### src/bst_pkg.sv
`timescale 1ns / 1ps
`default_nettype none

package bst_pkg;

  localparam int OFFSET_BITS_DEF = 16;
  localparam int TOKEN_W         = 16;
  localparam int QDEPTH          = 4;
  localparam int QPTR_W          = $clog2(QDEPTH);
  localparam int QCNT_W          = $clog2(QDEPTH + 1);

  typedef enum logic [3:0] {
    KIND_IDENT  = 4'd0,
    KIND_INT    = 4'd1,
    KIND_EQ     = 4'd2,
    KIND_LPAREN = 4'd3,
    KIND_RPAREN = 4'd4,
    KIND_LBRACE = 4'd5,
    KIND_RBRACE = 4'd6,
    KIND_COLON  = 4'd7,
    KIND_LT     = 4'd8,
    KIND_GT     = 4'd9,
    KIND_END    = 4'd10,
    KIND_ERROR  = 4'd11
  } kind_t;

  typedef struct packed {
    kind_t              kind;
    logic [TOKEN_W-1:0] start;
    logic [TOKEN_W-1:0] length;
  } token_t;

  // one queue entry holds every token caused by one byte
  typedef struct packed {
    token_t first;
    token_t second;
    logic   two;
  } entry_t;

endpackage

`default_nettype wire

### src/bst_front.sv
`timescale 1ns / 1ps
`default_nettype none

module bst_front #(
  parameter int OFFSET_BITS = bst_pkg::OFFSET_BITS_DEF
) (
  input  wire logic            clk,
  input  wire logic            rst_n,
  input  wire logic            in_push,
  input  wire logic [7:0]      in_char_code,
  input  wire logic            q_full,
  output logic                 q_push,
  output bst_pkg::entry_t      q_entry
);
  import bst_pkg::*;

  typedef enum logic [2:0] {
    MODE_IDLE  = 3'b001,
    MODE_IDENT = 3'b010,
    MODE_INT   = 3'b100
  } mode_t;

  localparam logic [7:0] CH_NUL = 8'h00;
  localparam logic [7:0] CH_TAB = 8'h09;
  localparam logic [7:0] CH_LF  = 8'h0A;
  localparam logic [7:0] CH_CR  = 8'h0D;
  localparam logic [7:0] CH_SP  = 8'h20;
  localparam logic [7:0] CH_EQ  = 8'h3D;
  localparam logic [7:0] CH_LP  = 8'h28;
  localparam logic [7:0] CH_RP  = 8'h29;
  localparam logic [7:0] CH_LB  = 8'h7B;
  localparam logic [7:0] CH_RB  = 8'h7D;
  localparam logic [7:0] CH_COL = 8'h3A;
  localparam logic [7:0] CH_LT  = 8'h3C;
  localparam logic [7:0] CH_GT  = 8'h3E;

  localparam logic [OFFSET_BITS-1:0] CNT_ONE = {{(OFFSET_BITS-1){1'b0}}, 1'b1};

  mode_t                  mode_r, mode_nxt, cls;
  logic [OFFSET_BITS-1:0] start_r, start_nxt;
  logic [OFFSET_BITS-1:0] len_r, len_nxt;
  logic [OFFSET_BITS-1:0] offset_r, offset_nxt;
  logic                   halted_r, halted_nxt;

  logic                   accept;
  logic                   flush;
  logic                   is_ws;
  logic                   is_punct;
  kind_t                  punct_kind;
  logic                   has_b;
  token_t                 tok_run, tok_b;
  logic [OFFSET_BITS-1:0] offset_inc, len_inc;
  logic [TOKEN_W-1:0]     start_w, len_w, offset_w;

  generate
    if (OFFSET_BITS >= TOKEN_W) begin : g_trunc
      assign start_w  = start_r[TOKEN_W-1:0];
      assign len_w    = len_r[TOKEN_W-1:0];
      assign offset_w = offset_r[TOKEN_W-1:0];
    end else begin : g_ext
      assign start_w  = {{(TOKEN_W-OFFSET_BITS){1'b0}}, start_r};
      assign len_w    = {{(TOKEN_W-OFFSET_BITS){1'b0}}, len_r};
      assign offset_w = {{(TOKEN_W-OFFSET_BITS){1'b0}}, offset_r};
    end
  endgenerate

  assign offset_inc = (offset_r == {OFFSET_BITS{1'b1}}) ? offset_r : offset_r + CNT_ONE;
  assign len_inc    = (len_r == {OFFSET_BITS{1'b1}}) ? len_r : len_r + CNT_ONE;

  always_comb begin
    case (in_char_code) inside
      [8'h41:8'h5A], [8'h61:8'h7A]: cls = MODE_IDENT;
      [8'h30:8'h39]:                cls = MODE_INT;
      default:                      cls = MODE_IDLE;
    endcase
  end

  always_comb begin
    is_punct   = 1'b1;
    punct_kind = KIND_ERROR;
    case (in_char_code)
      CH_EQ:   punct_kind = KIND_EQ;
      CH_LP:   punct_kind = KIND_LPAREN;
      CH_RP:   punct_kind = KIND_RPAREN;
      CH_LB:   punct_kind = KIND_LBRACE;
      CH_RB:   punct_kind = KIND_RBRACE;
      CH_COL:  punct_kind = KIND_COLON;
      CH_LT:   punct_kind = KIND_LT;
      CH_GT:   punct_kind = KIND_GT;
      default: is_punct   = 1'b0;
    endcase
  end

  assign is_ws  = (in_char_code inside {CH_CR, CH_LF, CH_SP, CH_TAB});
  assign accept = in_push & ~q_full;
  assign flush  = (mode_r != MODE_IDLE) && (mode_r != cls);

  assign tok_run.kind   = (mode_r == MODE_IDENT) ? KIND_IDENT : KIND_INT;
  assign tok_run.start  = start_w;
  assign tok_run.length = len_w;

  always_comb begin
    has_b        = 1'b0;
    tok_b.kind   = KIND_ERROR;
    tok_b.start  = offset_w;
    tok_b.length = TOKEN_W'(1);
    if (cls == MODE_IDLE) begin
      if (in_char_code == CH_NUL) begin
        has_b        = 1'b1;
        tok_b.kind   = KIND_END;
        tok_b.length = '0;
      end else if (!is_ws) begin
        has_b      = 1'b1;
        tok_b.kind = is_punct ? punct_kind : KIND_ERROR;
      end
    end
  end

  assign q_push         = accept & ~halted_r & (flush | has_b);
  assign q_entry.first  = flush ? tok_run : tok_b;
  assign q_entry.second = tok_b;
  assign q_entry.two    = flush & has_b;

  always_comb begin
    mode_nxt   = mode_r;
    start_nxt  = start_r;
    len_nxt    = len_r;
    offset_nxt = offset_r;
    halted_nxt = halted_r;
    if (accept && !halted_r) begin
      if (flush) begin
        mode_nxt = MODE_IDLE;
        len_nxt  = '0;
      end
      if (cls != MODE_IDLE) begin
        if (mode_r == cls) begin
          len_nxt = len_inc;
        end else begin
          mode_nxt  = cls;
          start_nxt = offset_r;
          len_nxt   = CNT_ONE;
        end
        offset_nxt = offset_inc;
      end else if (in_char_code == CH_NUL) begin
        mode_nxt   = MODE_IDLE;
        start_nxt  = '0;
        len_nxt    = '0;
        offset_nxt = '0;
      end else begin
        offset_nxt = offset_inc;
        if (!is_ws && !is_punct) begin
          halted_nxt = 1'b1;
        end
      end
    end
  end

  always_ff @(posedge clk) begin
    if (!rst_n) begin
      mode_r   <= MODE_IDLE;
      start_r  <= '0;
      len_r    <= '0;
      offset_r <= '0;
      halted_r <= 1'b0;
    end else begin
      mode_r   <= mode_nxt;
      start_r  <= start_nxt;
      len_r    <= len_nxt;
      offset_r <= offset_nxt;
      halted_r <= halted_nxt;
    end
  end

  a_halt_sticky: assert property (@(posedge clk) disable iff (!rst_n)
    halted_r |=> halted_r)
    else $error("halt flag cleared without reset");

  a_halt_silent: assert property (@(posedge clk) disable iff (!rst_n)
    halted_r |-> !q_push)
    else $error("token written while halted");

endmodule

`default_nettype wire

### src/bst_queue.sv
`timescale 1ns / 1ps
`default_nettype none

module bst_queue (
  input  wire logic             clk,
  input  wire logic             rst_n,
  input  wire logic             push,
  input  wire bst_pkg::entry_t  wr_entry,
  output logic                  full,
  input  wire logic             pop,
  output logic                  empty,
  output bst_pkg::entry_t       rd_entry
);
  import bst_pkg::*;

  entry_t            mem_r [QDEPTH];
  logic [QPTR_W-1:0] wr_ptr_r, wr_ptr_nxt;
  logic [QPTR_W-1:0] rd_ptr_r, rd_ptr_nxt;
  logic [QCNT_W-1:0] cnt_r, cnt_nxt;
  logic              do_push, do_pop;

  assign full     = (cnt_r == QCNT_W'(QDEPTH));
  assign empty    = (cnt_r == '0);
  assign rd_entry = mem_r[rd_ptr_r];
  assign do_push  = push & ~full;
  assign do_pop   = pop & ~empty;

  always_comb begin
    wr_ptr_nxt = do_push ? wr_ptr_r + 1'b1 : wr_ptr_r;
    rd_ptr_nxt = do_pop ? rd_ptr_r + 1'b1 : rd_ptr_r;
    cnt_nxt    = cnt_r;
    if (do_push && !do_pop) begin
      cnt_nxt = cnt_r + 1'b1;
    end else if (!do_push && do_pop) begin
      cnt_nxt = cnt_r - 1'b1;
    end
  end

  always_ff @(posedge clk) begin
    if (!rst_n) begin
      wr_ptr_r <= '0;
      rd_ptr_r <= '0;
      cnt_r    <= '0;
    end else begin
      wr_ptr_r <= wr_ptr_nxt;
      rd_ptr_r <= rd_ptr_nxt;
      cnt_r    <= cnt_nxt;
    end
  end

  always_ff @(posedge clk) begin
    if (do_push) begin
      mem_r[wr_ptr_r] <= wr_entry;
    end
  end

  a_cnt_bound: assert property (@(posedge clk) disable iff (!rst_n)
    cnt_r <= QCNT_W'(QDEPTH))
    else $error("queue count overflow");

endmodule

`default_nettype wire

### src/bst_back.sv
`timescale 1ns / 1ps
`default_nettype none

module bst_back (
  input  wire logic             clk,
  input  wire logic             rst_n,
  input  wire logic             q_empty,
  input  wire bst_pkg::entry_t  q_entry,
  output logic                  q_pop,
  output logic                  out_empty,
  input  wire logic             out_pop,
  output logic [3:0]            out_token_kind,
  output logic [15:0]           out_token_start,
  output logic [15:0]           out_token_length,
  output logic                  out_last_of_item
);
  import bst_pkg::*;

  logic   phase_r, phase_nxt;
  logic   xfer;
  token_t tok;

  // phase 0 shows the first token of the head entry, phase 1 the second
  assign tok              = phase_r ? q_entry.second : q_entry.first;
  assign out_empty        = q_empty;
  assign out_token_kind   = tok.kind;
  assign out_token_start  = tok.start;
  assign out_token_length = tok.length;
  assign out_last_of_item = phase_r | ~q_entry.two;

  assign xfer  = out_pop & ~q_empty;
  assign q_pop = xfer & out_last_of_item;

  always_comb begin
    phase_nxt = phase_r;
    if (xfer) begin
      phase_nxt = ~out_last_of_item;
    end
  end

  always_ff @(posedge clk) begin
    if (!rst_n) begin
      phase_r <= 1'b0;
    end else begin
      phase_r <= phase_nxt;
    end
  end

  a_phase_head: assert property (@(posedge clk) disable iff (!rst_n)
    phase_r |-> (!q_empty && q_entry.two))
    else $error("second phase without a two-token entry");

  a_phase_hold: assert property (@(posedge clk) disable iff (!rst_n)
    (phase_r && !out_pop) |=> phase_r)
    else $error("second token dropped while stalled");

endmodule

`default_nettype wire

### src/byte_stream_tokenizer.sv
// Byte stream tokenizer.
// Input channel: in_char_code is taken at a clock edge with in_push high and
// in_full low, one source byte per transfer; a zero byte marks the end of the
// source and restarts the offset count at zero.
// Result channel: while out_empty is low the oldest token sits on out_token_*
// and out_last_of_item; it leaves at an edge with out_pop high.
// out_last_of_item marks the final token caused by one input byte.
// A token enters the queue at the edge that takes the byte causing it.
// Throughput: one byte per cycle while in_full is low; the result side moves
// one token per cycle while out_pop is high and out_empty is low, so a byte
// that closes a run and makes a token of its own yields two tokens. A queue
// of four entries (at most one per byte) between classifier and output fills
// when the receiver stalls and then raises in_full; no byte or token is lost.
// After an error token every further byte is taken and dropped until reset.
// Reset (rst_n low, synchronous) empties the queue and clears all run state.
`timescale 1ns / 1ps
`default_nettype none

module byte_stream_tokenizer #(
  parameter int OFFSET_BITS = bst_pkg::OFFSET_BITS_DEF
) (
  input  wire logic        clk,
  input  wire logic        rst_n,
  input  wire logic        in_push,
  input  wire logic [7:0]  in_char_code,
  output logic             in_full,
  output logic             out_empty,
  input  wire logic        out_pop,
  output logic [3:0]       out_token_kind,
  output logic [15:0]      out_token_start,
  output logic [15:0]      out_token_length,
  output logic             out_last_of_item
);
  import bst_pkg::*;

  logic   q_push, q_full, q_pop, q_empty;
  entry_t q_wr_entry, q_rd_entry;

  assign in_full = q_full;

  bst_front #(
    .OFFSET_BITS (OFFSET_BITS)
  ) u_front (
    .clk          (clk),
    .rst_n        (rst_n),
    .in_push      (in_push),
    .in_char_code (in_char_code),
    .q_full       (q_full),
    .q_push       (q_push),
    .q_entry      (q_wr_entry)
  );

  bst_queue u_queue (
    .clk      (clk),
    .rst_n    (rst_n),
    .push     (q_push),
    .wr_entry (q_wr_entry),
    .full     (q_full),
    .pop      (q_pop),
    .empty    (q_empty),
    .rd_entry (q_rd_entry)
  );

  bst_back u_back (
    .clk              (clk),
    .rst_n            (rst_n),
    .q_empty          (q_empty),
    .q_entry          (q_rd_entry),
    .q_pop            (q_pop),
    .out_empty        (out_empty),
    .out_pop          (out_pop),
    .out_token_kind   (out_token_kind),
    .out_token_start  (out_token_start),
    .out_token_length (out_token_length),
    .out_last_of_item (out_last_of_item)
  );

endmodule

`default_nettype wire
### config.mk
export PLATFORM = sky130hd
export DESIGN_NAME = byte_stream_tokenizer
export DESIGN_NICKNAME = d
export VERILOG_FILES = /design/src/bst_pkg.sv /design/src/bst_front.sv /design/src/bst_queue.sv /design/src/bst_back.sv /design/src/byte_stream_tokenizer.sv
export SDC_FILE = /design/constraint.sdc
export NUM_CORES = 1
export LEC_CHECK = 0
export BUFFER_PORTS_ARGS = -buffer_cell sky130_fd_sc_hd__buf_2
export CAP_MARGIN = 20
export CORE_AREA = 4 4 183 185
export DETAILED_ROUTE_END_ITERATION = 12
export DIE_AREA = 0 0 187 189
export GPL_TIMING_DRIVEN = 0
export PLACE_DENSITY = 0.56
export SYNTH_ARGS = -nofsm -noshare
export SYNTH_HDL_FRONTEND = slang
export SYNTH_SLANG_ARGS = --single-unit
### constraint.sdc
create_clock -name clk -period 5.25 [get_ports clk]
set_input_delay 0.2625 -clock clk [delete_from_list [all_inputs] [get_ports clk]]
set_output_delay 0.2625 -clock clk [all_outputs]
set_load 0.01 [all_outputs]
# Word level (Yosys, flattened, before mapping)

Memories as Yosys holds them, arrays and structs flattened. A register that Yosys moved wholly into a read port is not among the register bits.
Index checks and enable logic that the tools add are counted.

Flip-flop bits (word level): 60
Latch bits: 0
RAM bits: 292
Memory bits (read-only): 0
Bits of input ports: 12
Output and inout bits: 39
Word-level logic and storage cells: 123
Memories: 1

$add $sub $neg: 6
Multipliers: 0
Div/mod/pow operators: 0
Order comparisons: 6
Eq/ne operators: 23
Shifts and indexed selects: 0
Mux-type cells: 37
Bitwise operators: 17
Reductions and logical operators: 24

Memories:

| name          | words | bits a word | read ports | clocked after memory_dff | write ports | RTL line        | source |
|---|---|---|---|---|---|---|---|
| u_queue.mem_r | 4     | 73          | 1          | 1                        | 1           | bst_queue.sv:16 | `entry_t mem_r [QDEPTH];` |

Operators with widths:

| operator              | count |
|---|---|
| $mux 16               | 12 |
| $mux 36               | 2 |
| $eq 8x6->1 const B    | 7 |
| $add 16x1->16 const B | 2 |
| $eq 16x16->1 const B  | 2 |
| $pmux 4 s8            | 1 |
| $eq 8x4->1 const B    | 3 |
| $mux 3                | 8 |
| $eq 8x7->1 const B    | 2 |
| $ge 8x7->1 const B    | 2 |
| $le 8x7->1 const B    | 2 |
| $mux 4                | 4 |
| $and 1x1->1           | 8 |
| $ge 8x6->1 const B    | 1 |
| $le 8x6->1 const B    | 1 |
| $logic_and 1x1->1     | 8 |
| $logic_not 8->1       | 1 |
| $mux 1                | 8 |
| $reduce_or 8->1       | 1 |
| $not 1->1             | 7 |
| $ne 3x1->1 const B    | 2 |
| $reduce_and 3->1      | 2 |
| $logic_not 1->1       | 5 |
| $add 2x1->2 const B   | 2 |
| 17 further kinds      | 20 |

# Logic depth before layout (Yosys ltp)

Depth in word-level cells: 13
Gate-level depth with buffers: 13
Depth with buffers taken out: 11

# Hierarchy

From an unflattened synthesis, not the netlist that was laid out.

Cells, all modules: 869
Area total of the unflattened synthesis: 14918.1 um2

By module, submodules not included:

| module    | times used | cells each | area each (um2) |
|---|---|---|---|
| bst_queue | 1          | 429        | 11086.9 |
| bst_front | 1          | 392        | 3171.8 |
| bst_back  | 1          | 48         | 659.4 |

# Worst setup path before layout

No wires, ideal clock.

Path type: input to register
From: input in_char_code[2]
To: memory u_queue.mem_r[0][0] (netlist bit) (enable)
Data arrival time: 2.792 ns
Required time: 4.828 ns
Slack: 2.035 ns
Cell stages on the path: 6
Buffers on the path: 1
Path through: buf_2 -> nor3_1 -> and2_1 -> o21ai_1 -> o22ai_1 -> and3_1

Word-level cells in the longest chain between the ends: 11
Elaborated cells on any way between the ends: 29
Those cells by class: 6 x order compare; 6 x eq/ne; 7 x mux; 3 x bitwise; 7 x reduce/logical

Ends and longest elaborated chain:

| what                                                | RTL line                          | source |
|---|---|---|
| start: declaration                                  | byte_stream_tokenizer.sv:25       | `input wire logic [7:0] in_char_code,` |
| $ge 8x6->1 (no source line) (tied with other cells) | n/a                               |  |
| $logic_and 1x1->1 (no source line)                  | n/a                               |  |
| $mux 3 or $reduce_or 2->1 (tied branches)           | bst_front.sv:71                   | `case (in_char_code) inside` |
| $mux 3                                              | bst_front.sv:71                   |  |
| $eq 3x1->1 or $ne 3x3->1 (tied branches)            | bst_front.sv:107, bst_front.sv:96 |  |
| $mux 1 or $logic_and 1x1->1 (tied branches)         | bst_front.sv:107, bst_front.sv:96 |  |
| $or 1x1->1 (*)                                      | bst_front.sv:119                  | `assign q_push = accept & ~halted_r & (flush \| has_b);` |
| $and 1x1->1 (*)                                     | bst_front.sv:119                  |  |
| $and 1x1->1 (*)                                     | bst_queue.sv:25                   | `assign do_push = push & ~full;` |
| $mux 1 (*)                                          | bst_queue.sv:52                   | `if (do_push) begin` |
| $mux 1 (implied by the code) (*)                    | bst_queue.sv:53                   | `mem_r[wr_ptr_r] <= wr_entry;` |
| end: declaration                                    | bst_queue.sv:16                   |  |

Every way passes the cells marked *; elsewhere a longest branch is shown, timed or not.

==> flow_summary.toml <==
[route]
firstDrtPassIters = 6
wl_per_cell_um = 21.45
via_per_inst = 5.471
drtIter0Drc = 592
vias = 7277
antenna_left = 0
wl_um = 28530
drc = 0

[pwr]
vdd_ir_drop_max_uv = 265.2
swShare = 0.2647
pwr-share-clk = 0.360
power.density_nw_per_um2 = 419.5
p_sw_mw = 1.609
cellLeakagePower_nw = 4.847
total_power_mw = 6.077
p_int_mw = 4.468
pwr-share-comb = 0.195
pwr-share-seq = 0.445

[yosys]
synth_warnings = 0
ys_ff_latch = 294
syn-num-nets = 831
synthArstFlopShare = 0
synth_edf_count = 232
synth_cell_types = 71
ys_seq_area_frac = 0.6532
postSynthAreaPerCell_um2 = 15.49
synthFlopType = "edfxtp_1"
netlist_area_um2 = 12570
synthCells = 811

[cells_and_area]
final_area_um2 = 14490
nFillCells = 2831
layout_commonest_cell = "edfxtp_1"
diodes = 0
nets = 917
final_cell_mix = "edfxtp_1 (232), dfxtp_1 (62), buf_2 (60), mux4_2 (58), nor2_1 (52)"
layout-drive-gt1-share = 0.2527
syn2layout_area_growth_pct = 15.27

[setup_path]
end_kind = "output pin"
worstPathArrival_ns = 3.26
cp_max_fo = 10
crit_required_ns = 4.99
startpoint_type = "flop"
critPathKind = "reg2out"

[cts]
clockBufferDepth = 3
cts_setup_buffers = 0
cts_sinks = 294
htreeDepth = 1
cts_resized = 0
cts_buffers = 31
cts_root_buf = "clkbuf_16"
clk_pin_slew_ns = 0.06
cts_hold_buf = 0
clk_latency_ns = 0.57
cts_tree = "done"

[sta]
min_period_ns = 3.522
period_share = 0.6709
rsz0062_at_grt = "false"
slew_viol_final = 0
tightest_slew_ns = 0.9750
fmax_mhz = 283.9
relSlewSlack = 0.3476
fin_ws_ns = 1.728
holdWs_ns = 0.05136
setup_violations = 0
tns_ns = 0
clock_skew_ns = 0.009244
hold_viol_final = 0

[global_routing]
track_usage = 0.1582
grt_max_degree = 51
grt_pass1_wl_um = 43840
gr-total-overflow = 0
antenna_found_initial = 0
grt_pass1_vias = 7380

[placed_design]
port_buffers = 47
placed_cell_area_um2 = 13430
gp_congestion = 0.8193
dpl.hpwl_um = 17960
pre_cts_ws_ns = 1.852

[status]
status = "finished, final reports clean"

[floorplanning]
ioPinCount = 51
dieWidth_um = 187
core_um2 = 32040
rows = 66
die_h_um = 189
initial_core_util = 0.3922
die_area_um2 = 35340

[job]
drv_cap = 0

[hold_path]
min_path_type = "in2reg"
per-layer routing:
metal | vias to the layer above | global-route usage | wire length, um
met1 | 3706 | 0.2233 | 13010
met4 | 0 | 0.03669 | 548
li1 | 3366 | - | -
met5 | - | 0 | 0
met3 | 44 | 0.02526 | 1196
met2 | 161 | 0.2612 | 13770
power groups by stage:
stage	Combinational [mW]	Sequential [mW]	Clock (mW)
CTS	1.22	2.71	2.23
finish	1.19	2.71	2.19
global route	1.30	2.72	2.34
global placement	1.19	2.77	0
detailed placement	1.21	2.76	0
floorplan	0.799	2.74	0
stage by stage:
step	util	cells
floorplan	-	811
global placement	0.4155	1266
detailed placement	0.4193	1270
CTS	0.4513	1328
global route	0.4521	1330
finish	0.4521	1330
critical path, cell delays in order, from the launching register on:
cell	delay, ns
dfxtp_1	0.38
clkbuf_1	0.74
clkbuf_1	0.70
mux4_2	0.41
mux2_2	0.32
buf_2	0.15
final cells by class:
class | instances | area, um2 | share of cell area
plain buffers | 43 | 207.7 | 0.01434
clock buffers | 40 | 839.6 | 0.05796
clock inverters | 18 | 187.7 | 0.01296
inverters | 11 | 41.29 | 0.002850
multi-input cells | 463 | 4129 | 0.2850
flip-flops and latches | 294 | 8208 | 0.5666
well taps | 408 | 510.5 | 0.03524
repair buffers | 53 | 361.6 | 0.02496
worst paths after layout:
kind                                         start                                to  slack (ns)  cells after the start
setup / recovery                              flop                out_token_start[0]        1.73                      5
hold / removal                               rst_n  u_front.offset_r[4]$_SDFFE_PN0P_        0.05                      3
setup reg to reg    u_front.mode_r[0]$_SDFFE_PN1P_     u_queue.cnt_r[2]$_SDFFE_PN0P_        2.05                     12
hold reg to reg   u_front.start_r[13]$_SDFFE_PN0P_  u_front.start_r[13]$_SDFFE_PN0P_        0.49                      2
registers in the layout, indices dropped and copies added (netlist names), named ones only:
name	cells
u_front.halted_r	1
u_queue.cnt_r	3
u_front.len_r	16
u_queue.mem_r	232
u_queue.wr_ptr_r	2
u_front.mode_r	3
u_front.offset_r	16
u_queue.rd_ptr_r	2
u_front.start_r	16
u_back.phase_r	1
cells by family (layout without fill, tap and decap cells):
group	Yosys count	in the layout	synth area share
fa+ha+maj	8	8	0.008563
simple gates	232	232	0.1016
compound gates	90	90	0.05088
flops	294	294	0.6532
xor+xnor	13	13	0.009061
mux	120	120	0.1569
buf+inv	54	165	0.01981
synthesized netlist by cell type, types with 7 or more instances:
library cell / number / area share
xnor2_1: 9 / 0.0063
nand3_1: 18 / 0.0072
edfxtp_1: 232 / 0.55
buf_2: 13 / 0.0052
clkbuf_1: 23 / 0.0069
a31oi_1: 8 / 0.0040
nand2_1: 29 / 0.0087
nand3b_1: 10 / 0.0060
and3_1: 25 / 0.012
nor3_1: 12 / 0.0048
and2_1: 19 / 0.0095
nand2b_1: 8 / 0.0040
o21ai_0: 17 / 0.0068
dfxtp_1: 62 / 0.099
mux2i_1: 26 / 0.021
mux4_2: 58 / 0.10
mux2_2: 36 / 0.032
nor2b_1: 20 / 0.010
inv_1: 10 / 0.0030
or3_1: 9 / 0.0045
ha_1: 7 / 0.0070
a21oi_1: 19 / 0.0076
nor2_1: 52 / 0.016
Power figures use the tool's default switching activity.
